==> config.mk <==
export PLATFORM = sky130hd
export DESIGN_NAME = bmp8_to_mono_pixel_stream
export DESIGN_NICKNAME = d
export VERILOG_FILES = /design/src/rtl/core/bmp8m_pkg.sv /design/src/rtl/core/bmp8m_parse.sv /design/src/rtl/core/bmp8_to_mono_pixel_stream.sv
export SDC_FILE = /design/constraint.sdc
export NUM_CORES = 1
export LEC_CHECK = 0
export BUFFER_PORTS_ARGS = -buffer_cell sky130_fd_sc_hd__buf_2
export CAP_MARGIN = 20
export CORE_ASPECT_RATIO = 1.4
export CORE_MARGIN = 2
export CORE_UTILIZATION = 55
export DETAILED_ROUTE_END_ITERATION = 6
export MAX_ROUTING_LAYER = met4
export PLACE_DENSITY = 0.71
export SKIP_CTS_REPAIR_TIMING = 1
export SLEW_MARGIN = 30
export SYNTH_ARGS = -nofsm -noshare
export SYNTH_HDL_FRONTEND = slang
export SYNTH_HIERARCHICAL = 1
export SYNTH_SLANG_ARGS = --single-unit
==> constraint.sdc <==
create_clock -name clk -period 24.2 [get_ports clk]
set_input_delay 3.63 -clock clk [delete_from_list [all_inputs] [get_ports clk]]
set_output_delay 3.63 -clock clk [all_outputs]
set_load 0.005 [all_outputs]
==> src/rtl/core/bmp8m_pkg.sv <==
// bmp8m_pkg: shared constants, phase type and stage structs for the bmp8 mono stream
// used by bmp8m_parse and bmp8_to_mono_pixel_stream; depends on nothing
`timescale 1ns / 1ps

package bmp8m_pkg;

  localparam int unsigned SCREEN_WIDTH  = 64;
  localparam int unsigned SCREEN_HEIGHT = 48;
  localparam int unsigned PALETTE_DEPTH = 256;

  localparam logic [15:0] BMP_TYPE        = 16'h4D42;
  localparam logic [7:0]  THRESHOLD_RESET = 8'd127;
  localparam logic [8:0]  PALETTE_FULL    = 9'd256;
  localparam logic [31:0] HEADER_BYTES    = 32'd54;

  // byte positions of the last byte of each checked or captured header field, and of the header
  localparam logic [31:0] POS_TYPE    = 32'd1;
  localparam logic [31:0] POS_OFFSET  = 32'd13;
  localparam logic [31:0] POS_WIDTH   = 32'd21;
  localparam logic [31:0] POS_HEIGHT  = 32'd25;
  localparam logic [31:0] POS_DEPTH   = 32'd29;
  localparam logic [31:0] POS_COMPR   = 32'd33;
  localparam logic [31:0] POS_COLOURS = 32'd49;
  localparam logic [31:0] POS_LAST    = 32'd53;

  localparam logic [15:0] DEPTH_8BIT = 16'd8;

  localparam int unsigned OUT_DEPTH = 4;
  localparam int unsigned PTR_W     = $clog2(OUT_DEPTH);
  localparam int unsigned CNT_W     = PTR_W + 1;

  localparam logic KIND_PIXEL  = 1'b0;
  localparam logic KIND_REJECT = 1'b1;

  typedef enum logic [2:0] {
    PH_HEADER,
    PH_PALETTE,
    PH_SKIP,
    PH_PIXELS,
    PH_IDLE
  } phase_t;

  typedef struct packed {
    logic       kind;
    logic [5:0] x;
    logic [5:0] y;
  } event_t;

  typedef struct packed {
    logic   busy;
    logic   push;
    event_t evt;
  } stage_t;

endpackage

==> src/rtl/core/bmp8m_parse.sv <==
// bmp8m_parse: header/palette/pixel parser with dark-bit palette store and lookup stage
// depends on bmp8m_pkg
`timescale 1ns / 1ps

module bmp8m_parse (
  input  logic                  clk,
  input  logic                  rst,
  input  logic                  cfg_write,
  input  logic [7:0]            cfg_data,
  input  logic                  in_accept,
  input  logic [7:0]            data_byte,
  input  logic                  end_of_file,
  output bmp8m_pkg::stage_t     stage
);

  bmp8m_pkg::phase_t phase, phase_next;

  logic [31:0] byte_position, byte_position_next;
  logic [31:0] field_shift, field_shift_next;
  logic [31:0] pixel_data_offset, pixel_data_offset_next;
  logic [6:0]  image_width, image_width_next;
  logic [5:0]  image_height, image_height_next;
  logic [8:0]  palette_count, palette_count_next;
  logic [9:0]  colour_sum, colour_sum_next;
  logic [6:0]  column_count, column_count_next;
  logic [5:0]  row_count, row_count_next;
  logic        header_ok, header_ok_next;
  logic [7:0]  dark_threshold;

  logic        dark_mem [bmp8m_pkg::PALETTE_DEPTH];
  logic        dark_q;

  logic        p1_busy;
  logic        p1_kind;
  logic [5:0]  p1_x;
  logic [5:0]  p1_y;

  logic        cand_valid;
  logic        cand_kind;
  logic [5:0]  cand_x;
  logic [5:0]  cand_y;

  logic [31:0] bp_inc;
  logic [31:0] rel;
  logic [1:0]  pal_part;
  logic [7:0]  pal_entry;
  logic        pal_last;
  logic [9:0]  sum_in;
  logic [9:0]  thr3;
  logic        entry_dark;
  logic        pal_write;
  logic        ok_after;
  logic        type_bad;
  logic [6:0]  padded;
  logic [6:0]  col_inc;
  logic [5:0]  row_inc;
  logic        row_done;
  logic        pix_cand;
  logic [6:0]  x_off;
  logic [6:0]  y_off;
  logic [6:0]  x_full;
  logic [6:0]  y_full;

  function automatic logic size_fits(input logic [31:0] v, input logic [31:0] limit);
    size_fits = !v[31] && (v != 32'd0) && (v <= limit);
  endfunction

  // shared datapath terms
  always_comb begin
    field_shift_next = {data_byte, field_shift[31:8]};
    bp_inc     = byte_position + 32'd1;
    rel        = byte_position - bmp8m_pkg::HEADER_BYTES;
    pal_part   = rel[1:0];
    pal_entry  = rel[9:2];
    pal_last   = (9'({1'b0, pal_entry} + 9'd1) >= palette_count);
    sum_in     = (pal_part == 2'd0) ? {2'b00, data_byte} : colour_sum + {2'b00, data_byte};
    thr3       = {1'b0, dark_threshold, 1'b0} + {2'b00, dark_threshold};
    entry_dark = (sum_in < thr3);
    type_bad   = (byte_position == bmp8m_pkg::POS_TYPE) &&
                 (field_shift_next[31:16] != bmp8m_pkg::BMP_TYPE);
    padded     = (image_width + 7'd3) & ~7'd3;
    col_inc    = column_count + 7'd1;
    row_inc    = row_count + 6'd1;
    row_done   = (col_inc >= padded);
    pix_cand   = (column_count < image_width) && ({1'b0, data_byte} < palette_count);
    x_off      = (7'(bmp8m_pkg::SCREEN_WIDTH) - image_width) >> 1;
    y_off      = (7'(bmp8m_pkg::SCREEN_HEIGHT) - {1'b0, image_height}) >> 1;
    x_full     = column_count + x_off;
    y_full     = 7'(bmp8m_pkg::SCREEN_HEIGHT - 1) - ({1'b0, row_count} + y_off);
    pal_write  = in_accept && (phase == bmp8m_pkg::PH_PALETTE) && (pal_part == 2'd2);
  end

  // header check accumulation
  always_comb begin
    ok_after = header_ok;
    if (byte_position == bmp8m_pkg::POS_WIDTH) begin
      ok_after = header_ok && size_fits(field_shift_next, 32'(bmp8m_pkg::SCREEN_WIDTH));
    end
    if (byte_position == bmp8m_pkg::POS_HEIGHT) begin
      ok_after = header_ok && size_fits(field_shift_next, 32'(bmp8m_pkg::SCREEN_HEIGHT));
    end
    if (byte_position == bmp8m_pkg::POS_DEPTH) begin
      ok_after = header_ok && (field_shift_next[31:16] == bmp8m_pkg::DEPTH_8BIT);
    end
    if (byte_position == bmp8m_pkg::POS_COMPR) begin
      ok_after = header_ok && (field_shift_next == 32'd0);
    end
    if (byte_position == bmp8m_pkg::POS_COLOURS) begin
      ok_after = header_ok && (field_shift_next < 32'd256);
    end
  end

  // next phase
  always_comb begin
    phase_next = phase;
    unique case (phase)
      bmp8m_pkg::PH_HEADER: begin
        if (type_bad) begin
          phase_next = bmp8m_pkg::PH_IDLE;
        end else if (byte_position == bmp8m_pkg::POS_LAST) begin
          phase_next = header_ok ? bmp8m_pkg::PH_PALETTE : bmp8m_pkg::PH_IDLE;
        end
      end
      bmp8m_pkg::PH_PALETTE: begin
        if (pal_part == 2'd3 && pal_last) begin
          phase_next = (bp_inc >= pixel_data_offset) ? bmp8m_pkg::PH_PIXELS
                                                     : bmp8m_pkg::PH_SKIP;
        end
      end
      bmp8m_pkg::PH_SKIP: begin
        if (bp_inc >= pixel_data_offset) begin
          phase_next = bmp8m_pkg::PH_PIXELS;
        end
      end
      bmp8m_pkg::PH_PIXELS: begin
        if (row_done && row_inc >= image_height) begin
          phase_next = bmp8m_pkg::PH_IDLE;
        end
      end
      bmp8m_pkg::PH_IDLE: begin
        phase_next = bmp8m_pkg::PH_IDLE;
      end
      default: begin
        phase_next = bmp8m_pkg::PH_IDLE;
      end
    endcase
    if (end_of_file) begin
      phase_next = bmp8m_pkg::PH_HEADER;
    end
  end

  // datapath next values and result candidate
  always_comb begin
    byte_position_next     = byte_position;
    pixel_data_offset_next = pixel_data_offset;
    image_width_next       = image_width;
    image_height_next      = image_height;
    palette_count_next     = palette_count;
    colour_sum_next        = colour_sum;
    column_count_next      = column_count;
    row_count_next         = row_count;
    header_ok_next         = header_ok;
    cand_valid             = 1'b0;
    cand_kind              = bmp8m_pkg::KIND_PIXEL;
    cand_x                 = 6'd0;
    cand_y                 = 6'd0;
    case (phase)
      bmp8m_pkg::PH_HEADER: begin
        byte_position_next = bp_inc;
        header_ok_next     = ok_after;
        if (byte_position == bmp8m_pkg::POS_OFFSET) begin
          pixel_data_offset_next = field_shift_next;
        end
        if (byte_position == bmp8m_pkg::POS_WIDTH) begin
          image_width_next = field_shift_next[6:0];
        end
        if (byte_position == bmp8m_pkg::POS_HEIGHT) begin
          image_height_next = field_shift_next[5:0];
        end
        if (byte_position == bmp8m_pkg::POS_COLOURS) begin
          palette_count_next = (field_shift_next != 32'd0 && field_shift_next < 32'd256)
                               ? field_shift_next[8:0] : bmp8m_pkg::PALETTE_FULL;
        end
        if (!type_bad && byte_position == bmp8m_pkg::POS_LAST) begin
          if (!header_ok) begin
            cand_valid = 1'b1;
            cand_kind  = bmp8m_pkg::KIND_REJECT;
          end else begin
            colour_sum_next = 10'd0;
          end
        end
      end
      bmp8m_pkg::PH_PALETTE: begin
        byte_position_next = bp_inc;
        if (pal_part != 2'd3) begin
          colour_sum_next = sum_in;
        end
        if (pal_part == 2'd3 && pal_last) begin
          column_count_next = 7'd0;
          row_count_next    = 6'd0;
        end
      end
      bmp8m_pkg::PH_SKIP: begin
        byte_position_next = bp_inc;
      end
      bmp8m_pkg::PH_PIXELS: begin
        cand_valid        = pix_cand;
        cand_x            = x_full[5:0];
        cand_y            = y_full[5:0];
        column_count_next = col_inc;
        if (row_done) begin
          column_count_next = 7'd0;
          row_count_next    = row_inc;
        end
      end
      default: begin
        byte_position_next = byte_position;
      end
    endcase
    if (end_of_file) begin
      byte_position_next     = 32'd0;
      pixel_data_offset_next = 32'd0;
      image_width_next       = 7'd0;
      image_height_next      = 6'd0;
      palette_count_next     = bmp8m_pkg::PALETTE_FULL;
      colour_sum_next        = 10'd0;
      column_count_next      = 7'd0;
      row_count_next         = 6'd0;
      header_ok_next         = 1'b1;
    end
  end

  always_ff @(posedge clk) begin
    if (rst) begin
      phase             <= bmp8m_pkg::PH_HEADER;
      byte_position     <= 32'd0;
      field_shift       <= 32'd0;
      pixel_data_offset <= 32'd0;
      image_width       <= 7'd0;
      image_height      <= 6'd0;
      palette_count     <= bmp8m_pkg::PALETTE_FULL;
      colour_sum        <= 10'd0;
      column_count      <= 7'd0;
      row_count         <= 6'd0;
      header_ok         <= 1'b1;
    end else if (in_accept) begin
      phase             <= phase_next;
      byte_position     <= byte_position_next;
      field_shift       <= end_of_file ? 32'd0 :
                           (phase == bmp8m_pkg::PH_HEADER) ? field_shift_next : field_shift;
      pixel_data_offset <= pixel_data_offset_next;
      image_width       <= image_width_next;
      image_height      <= image_height_next;
      palette_count     <= palette_count_next;
      colour_sum        <= colour_sum_next;
      column_count      <= column_count_next;
      row_count         <= row_count_next;
      header_ok         <= header_ok_next;
    end
  end

  always_ff @(posedge clk) begin
    if (rst) begin
      dark_threshold <= bmp8m_pkg::THRESHOLD_RESET;
    end else if (cfg_write) begin
      dark_threshold <= cfg_data;
    end
  end

  // palette dark-bit store
  always_ff @(posedge clk) begin
    if (pal_write) begin
      dark_mem[pal_entry] <= entry_dark;
    end
  end

  always_ff @(posedge clk) begin
    if (in_accept) begin
      dark_q <= dark_mem[data_byte];
    end
  end

  // lookup stage
  always_ff @(posedge clk) begin
    if (rst) begin
      p1_busy <= 1'b0;
    end else begin
      p1_busy <= in_accept && cand_valid;
    end
  end

  always_ff @(posedge clk) begin
    if (in_accept) begin
      p1_kind <= cand_kind;
      p1_x    <= cand_x;
      p1_y    <= cand_y;
    end
  end

  always_comb begin
    stage.busy     = p1_busy;
    stage.push     = p1_busy && (p1_kind || dark_q);
    stage.evt.kind = p1_kind;
    stage.evt.x    = p1_x;
    stage.evt.y    = p1_y;
  end

  ap_reject_zero: assert property (@(posedge clk) disable iff (rst)
    stage.push && stage.evt.kind |-> stage.evt.x == 6'd0 && stage.evt.y == 6'd0)
    else $error("reject item carries a coordinate");

  ap_busy_from_accept: assert property (@(posedge clk) disable iff (rst)
    stage.busy |-> $past(in_accept))
    else $error("lookup stage busy without an accepted item");

  ap_push_needs_busy: assert property (@(posedge clk) disable iff (rst)
    stage.push |-> stage.busy)
    else $error("result pushed from an empty lookup stage");

endmodule

==> src/rtl/core/bmp8_to_mono_pixel_stream.sv <==
// bmp8_to_mono_pixel_stream: top level, byte input, threshold register, result queue
// depends on bmp8m_pkg and bmp8m_parse
//
//   channel   signals                                     direction
//   input     in_valid in_stall data_byte end_of_file     bytes in
//   output    out_valid out_stall event_kind pixel_x/y    pixel or reject items out
//   config    cfg_valid cfg_ready dark_threshold          threshold writes in
//
// one byte per cycle while in_stall is low; a result passes the lookup stage (palette read) and the result queue
// a four-entry result queue absorbs output stalls; in_stall rises when the queue
// plus the lookup stage hold four items
// synchronous reset clears the parser, queue and threshold (127); palette store is not cleared
`timescale 1ns / 1ps

module bmp8_to_mono_pixel_stream (
  input  logic       clk,
  input  logic       rst,
  input  logic       in_valid,
  output logic       in_stall,
  input  logic [7:0] data_byte,
  input  logic       end_of_file,
  output logic       out_valid,
  input  logic       out_stall,
  output logic       event_kind,
  output logic [5:0] pixel_x,
  output logic [5:0] pixel_y,
  input  logic       cfg_valid,
  output logic       cfg_ready,
  input  logic [7:0] dark_threshold
);

  bmp8m_pkg::stage_t stage;
  bmp8m_pkg::event_t queue [bmp8m_pkg::OUT_DEPTH];

  logic [bmp8m_pkg::PTR_W-1:0] wr_ptr;
  logic [bmp8m_pkg::PTR_W-1:0] rd_ptr;
  logic [bmp8m_pkg::CNT_W-1:0] count, count_next;
  logic                        in_accept;
  logic                        pop;

  assign cfg_ready = 1'b1;
  assign in_stall  = (count + bmp8m_pkg::CNT_W'(stage.busy)) >=
                     bmp8m_pkg::CNT_W'(bmp8m_pkg::OUT_DEPTH);
  assign in_accept = in_valid && !in_stall;
  assign out_valid = (count != '0);
  assign pop       = out_valid && !out_stall;

  bmp8m_parse u_parse (
    .clk         (clk),
    .rst         (rst),
    .cfg_write   (cfg_valid && cfg_ready),
    .cfg_data    (dark_threshold),
    .in_accept   (in_accept),
    .data_byte   (data_byte),
    .end_of_file (end_of_file),
    .stage       (stage)
  );

  always_comb begin
    count_next = count + bmp8m_pkg::CNT_W'(stage.push) - bmp8m_pkg::CNT_W'(pop);
  end

  always_ff @(posedge clk) begin
    if (rst) begin
      wr_ptr <= '0;
      rd_ptr <= '0;
      count  <= '0;
    end else begin
      if (stage.push) begin
        wr_ptr <= wr_ptr + bmp8m_pkg::PTR_W'(1);
      end
      if (pop) begin
        rd_ptr <= rd_ptr + bmp8m_pkg::PTR_W'(1);
      end
      count <= count_next;
    end
  end

  always_ff @(posedge clk) begin
    if (stage.push) begin
      queue[wr_ptr] <= stage.evt;
    end
  end

  assign event_kind = queue[rd_ptr].kind;
  assign pixel_x    = queue[rd_ptr].x;
  assign pixel_y    = queue[rd_ptr].y;

  ap_count_bound: assert property (@(posedge clk) disable iff (rst)
    count <= bmp8m_pkg::CNT_W'(bmp8m_pkg::OUT_DEPTH))
    else $error("result queue count out of range");

  ap_no_overflow: assert property (@(posedge clk) disable iff (rst)
    stage.push && !pop |-> count < bmp8m_pkg::CNT_W'(bmp8m_pkg::OUT_DEPTH))
    else $error("result pushed into a full queue");

  ap_empty_after_reset: assert property (@(posedge clk) disable iff (rst)
    $past(rst) |-> count == '0 && !stage.busy)
    else $error("queue or lookup stage not empty after reset");

endmodule
After elaboration in Yosys (flattened, before gate mapping)
Memory sizes are Yosys's and may differ from the RTL's. A register that Yosys moved wholly into a read port is not among the register bits.
Index checks and enable logic that the tools add are counted.
{"block": "totals", "regBits": 174, "latchBits": 0, "ramBits": 308, "rom_bits": 0, "inputBits": 22, "out_inout_bits": 16, "word_cells": 181, "memories": 2}
{"name": "u_parse.dark_mem", "words": 256, "word_bits": 1, "read_ports": 1, "rd_clocked_by_memory_dff": 1, "wr": 1, "line_no": "bmp8m_parse.sv:30", "rtl": "logic dark_mem [bmp8m_pkg::PALETTE_DEPTH];"}
{"name": "queue", "words": 4, "word_bits": 13, "read_ports": 1, "rd_clocked_by_memory_dff": 1, "wr": 1, "line_no": "bmp8_to_mono_pixel_stream.sv:33", "rtl": "bmp8m_pkg::event_t queue [bmp8m_pkg::OUT_DEPTH];"}
{"block": "classes", "add_sub_neg": 18, "n_mul": 0, "n_div": 0, "order_cmp": 11, "eq_ne": 24, "n_shift": 0, "n_mux": 56, "bitwise_logic": 0, "reduce_logical": 51}
{"cell": "$mux 32", "n": 7}
{"cell": "$eq 32x5->1 const B", "n": 3}
{"cell": "$eq 32x6->1 const B", "n": 3}
{"cell": "$mux 10", "n": 5}
{"cell": "$mux 7", "n": 6}
{"cell": "$mux 6", "n": 6}
{"cell": "$mux 9", "n": 4}
{"cell": "$add 32x1->32 const B", "n": 1}
{"cell": "$eq 32x1->1 const B", "n": 1}
{"cell": "$eq 32x4->1 const B", "n": 1}
{"cell": "$ge 32x32->1", "n": 1}
{"cell": "$le 32x6->1 const B", "n": 1}
{"cell": "$le 32x7->1 const B", "n": 1}
{"cell": "$logic_not 32->1", "n": 1}
{"cell": "$lt 32x9->1 const B", "n": 1}
{"cell": "$reduce_bool 32->1", "n": 1}
{"cell": "$mux 3", "n": 7}
{"cell": "$logic_and 1x1->1", "n": 20}
{"cell": "$pmux 10 s2", "n": 1}
{"cell": "$reduce_and 3->1", "n": 6}
{"cell": "$eq 16x4->1 const B", "n": 1}
{"cell": "$ne 16x15->1 const B", "n": 1}
{"cell": "$ne 3x2->1 const B", "n": 5}
{"cell": "$mux 1", "n": 14}
{"cell": "43 further kinds", "n": 62}

Logic depth before layout (Yosys ltp)
{"block": "logic_depth", "ltp_word": 11, "depth_mapped": 20, "ltp_nobuf": 17}

Hierarchy
The synthesis kept the hierarchy.
{"module": "bmp8m_parse", "n_inst": 1, "cells_each": 2012, "area_each_um2": 21635.8, "seq_area_each_um2": 11030.6}
{"module": "bmp8_to_mono_pixel_stream", "n_inst": 1, "cells_each": 120, "area_each_um2": 2371.0, "seq_area_each_um2": 1741.7}

Worst setup path after synthesis
OpenSTA, ideal clock, no wires.
{"block": "synth_timing", "kind": "input -> register", "from": "in data_byte[0]", "to": "mem u_parse.dark_mem[0] (data pin)", "setup_time_ns": 2.247, "arrival_time_ns": 16.274, "required_ns": 21.953, "setup_slack_ns": 5.680, "cell_stages": 12, "n_path_buf": 0, "path_cell_list": "ha_1 > fa_1 > a21o_1 > a21oi_1 > o21bai_1 > a2111oi_0 > nor3_1 > nor3b_1 > ha_1 > o211ai_1 > a21oi_1 > a211oi_1"}
{"block": "synth_between", "elab_chain_len": 3}
{"element": "from (decl)", "line_no": "bmp8_to_mono_pixel_stream.sv:20", "rtl": "input logic [7:0] data_byte,"}
{"element": "$add 10x8->10", "line_no": "bmp8m_parse.sv:76", "rtl": "sum_in = (pal_part == 2'd0) ? {2'b00, data_byte} : colour_sum + {2'b00, data_byte};"}
{"element": "$mux 10 (*)", "line_no": "bmp8m_parse.sv:76"}
{"element": "$lt 10x10->1 (*)", "line_no": "bmp8m_parse.sv:78", "rtl": "entry_dark = (sum_in < thr3);"}
{"element": "net u_parse.entry_dark", "line_no": "bmp8m_parse.sv:50", "rtl": "logic entry_dark;"}
{"element": "to (decl)", "line_no": "bmp8m_parse.sv:30"}
Mark *: on every way through the listed nets, which the timed path passes. The rest lies on a longest branch.

Worst setup path in the final report
{"block": "layout_timing", "from": "in data_byte[0]", "to": "mem u_parse.dark_mem[132] (data pin)"}
Same word-level chain as after synthesis.

==> flow_summary.json <==
{
  "cellPowerDensity_nw_per_um2": 71.2,
  "dp_slack_ns": 14.92,
  "wire_per_inst_um": 20.5,
  "finalPower_mw": 1.85,
  "finalCritPeriodShare": 0.355,
  "num-nets-final": 2259,
  "finalWorstSetupSlack_ns": 15.60,
  "drive_gt1_frac": 0.112,
  "grt_pass1_wl_um": 87800,
  "antenna_cells": 0,
  "maxCapViolCount": 0,
  "finalHoldViolations": 0,
  "gr-total-overflow": 0,
  "ys_seq_elements": 477,
  "htreeDepth": 2,
  "slew_violations": 0,
  "grt_pass1_vias": 16393,
  "syn_area_um2": 24000,
  "slew_headroom": 0.303,
  "synthMostInstantiatedCell": "nor2_1",
  "start_kind": "primary input",
  "gp_congestion": 0.943,
  "synth_compound_area_frac": 0.0762,
  "setup_viol": 0,
  "synthArstFlopShare": 0,
  "grt_max_degree": 91,
  "min_path_type": "reg -> reg",
  "num_vias": 16248,
  "clock_path_buffers": 3,
  "wirelength_um": 55200,
  "die-height_um": 251,
  "synth_area_leaders": "edfxtp_1, dfxtp_1, mux4_2, nor2_1, ha_1",
  "synthCells": 2132,
  "synth_edf_count": 322,
  "port_buffers": 36,
  "worstSkewPairLatency_ns": 0.57,
  "synth_cell_type_count": 72,
  "die_w_um": 181,
  "firstDrtPassIters": 5,
  "drt_iter0_markers": 1322,
  "antenna_found_initial": 0,
  "vias_per_cell": 6.03,
  "status": "finished clean",
  "synth_xor_area_frac": 0.0343,
  "ant_nets": 0,
  "worstPathCellList": "buf_4 -> ha_1 -> fa_1 -> a21o_1 -> a21oi_1 -> o21bai_1 -> a2111oi_0 -> nor3_1 -> nor3b_1 -> ha_1 -> o211ai_1 -> a21oi_1 -> a211oi_4 -> buf_6 -> buf_4 -> buf_4",
  "post-route-min-period_ns": 8.60,
  "die_area_um2": 45400,
  "postPlaceCellArea_um2": 24500,
  "critPathTopFamily": "compound AO/OA/AOI/OAI gates",
  "fmax_mhz": 116,
  "cp_common_cell": "buf_4",
  "syn_nets": 2284,
  "hpwlAfterDp_um": 36800,
  "cts.sinks": 477,
  "fp-row-count": 90,
  "final.setup_skew_ns": 0.0279,
  "syn_avg_cell_area_um2": 11.3,
  "slowest_stage": "buf_4",
  "synth.mux.area_fraction": 0.103,
  "design_area_um2": 26100,
  "setup_tns_ns": 0,
  "ys_seq_area_frac": 0.532,
  "yosysTopAreaCell": "edfxtp_1",
  "ys_warn_count": 6,
  "crit_required_ns": 24.46,
  "drc_errors": 0,
  "globalRouteTotalUtil": 0.252,
  "critPathCaptureType": "register",
  "max_stage_delay_ns": 0.67,
  "crit_fanout": 85,
  "worstMarginPinSlew_ns": 1.04,
  "fill_cells": 3443,
  "critPathArrivalTime_ns": 8.86,
  "synthFlopType": "edfxtp_1",
  "clk_pin_slew_worst_paths_ns": 0.07,
  "floorplan.io_pins": 38,
  "root_buffer": "clkbuf_16",
  "rsz0062_at_grt": "no",
  "synth_common_cells": "nor2_1, edfxtp_1, dfxtp_1",
  "yosys.area_share.simple": 0.146,
  "synth_fa_ha_area_frac": 0.0693,
  "path_buf_inv": 4,
  "syn_to_final_growth_pct": 8.52,
  "core_area_um2": 43100,
  "synth_top_family_by_area": "simple AND/OR/NAND/NOR gates",
  "p_leak_nw": 9.06,
  "cts_buffers": 47,
  "yosys.area.top_type_share": 0.403,
  "path_class": "in -> reg",
  "cts_tree": "yes",
  "start_util": 0.557,
  "ir_worst_vdd_mv": 0.0501
}
==> state kept, by name, summed over array words and instances (netlist names), 3 cells and up, named ones only <==
signal                     flops
u_parse/field_shift           24
u_parse/pixel_data_offset     32
u_parse/image_width            7
u_parse/palette_count          9
u_parse/dark_mem             256
u_parse/column_count           7
u_parse/dark_threshold         8
u_parse/byte_position         32
queue                         52
u_parse/image_height           6
u_parse/p1_y                   6
u_parse/phase                  3
u_parse/row_count              6
u_parse/p1_x                   6
count                          3
u_parse/colour_sum            10
==> tightest hold or removal path: stages, from the launching register on <==
cell	delay (ns)
dfxtp_1	0.31
nand2_1	0.05
a21oi_1	0.05
==> routing by layer <==
metal  share of wire  global-route usage  routed length [um]
met1            0.37               0.282               20500
met2            0.53               0.447               29200
met3           0.054              0.0324                2960
met4           0.046               0.118                2550
met5               0                   -                   0
==> power by group <==
part / internal, mW / total, mW / leakage (nW) / switching, mW
clock network: 0.436 / 0.742 / 0.748 / 0.305
registers: 0.911 / 0.929 / 4.22 / 0.0186
logic: 0.0682 / 0.183 / 4.08 / 0.115
==> cells in the final DEF (no fill, tap or decap), types with 13 or more instances in the layout <==
cell / instances
mux2i_1: 34
a21o_1: 24
xor2_1: 29
mux4_2: 88
xnor2_1: 65
nand2_1: 148
edfxtp_1: 322
nand3_1: 40
a22oi_1: 55
and3_1: 20
ha_1: 125
o21ai_0: 46
clkbuf_16: 47
nor2_1: 426
and2_1: 22
inv_1: 100
a21oi_1: 104
dfxtp_1: 155
buf_4: 13
nor2b_1: 20
nor3_1: 28
buf_2: 33
==> final cells by class <==
type / instances / area (um2) / area share
Inverter: 100 / 375 / 0.0144
Clock buffer: 60 / 1230 / 0.0474
Timing Repair Buffer: 48 / 302 / 0.0116
Sequential cell: 477 / 12800 / 0.490
Multi-Input combinational cell: 1433 / 10400 / 0.398
Clock inverter: 26 / 317 / 0.0122
Tap cell: 552 / 691 / 0.0265
==> stage by stage <==
step                utilization  hold slack [ns]  std cells
global route              0.604            0.474       2696
detailed placement        0.567            0.445       2609
finish                    0.604            0.455       2696
CTS                       0.603            0.456       2695
floorplan                     -            0.432       2132
global placement          0.567            0.441       2608
==> cells by family (layout without fill, tap and decap cells) <==
kind of cell | after synthesis | count (layout)
and+or+nand+nor | 789 | 789
DFF | 477 | 477
muxes | 132 | 132
AOI/OAI and AO/OA | 287 | 287
buffers and inverters | 222 | 234
xor gates and xnor gates | 94 | 94
adders and majority gates | 130 | 130
other | 1 | 1
==> path summary, 6_finish.rpt <==
path	startpoint	end	slack (ns)	cells after the start
min	u_parse/palette_count[4]	u_parse/palette_count[4]	0.45	2
max reg2reg	u_parse/colour_sum[0]	u_parse/dark_mem[132]	18.82	15
min reg2reg	u_parse/palette_count[4]	u_parse/palette_count[4]	0.45	2
max	data_byte[0]	u_parse/dark_mem[132]	15.60	16
Note: power is estimated with default switching activity, not from simulation.
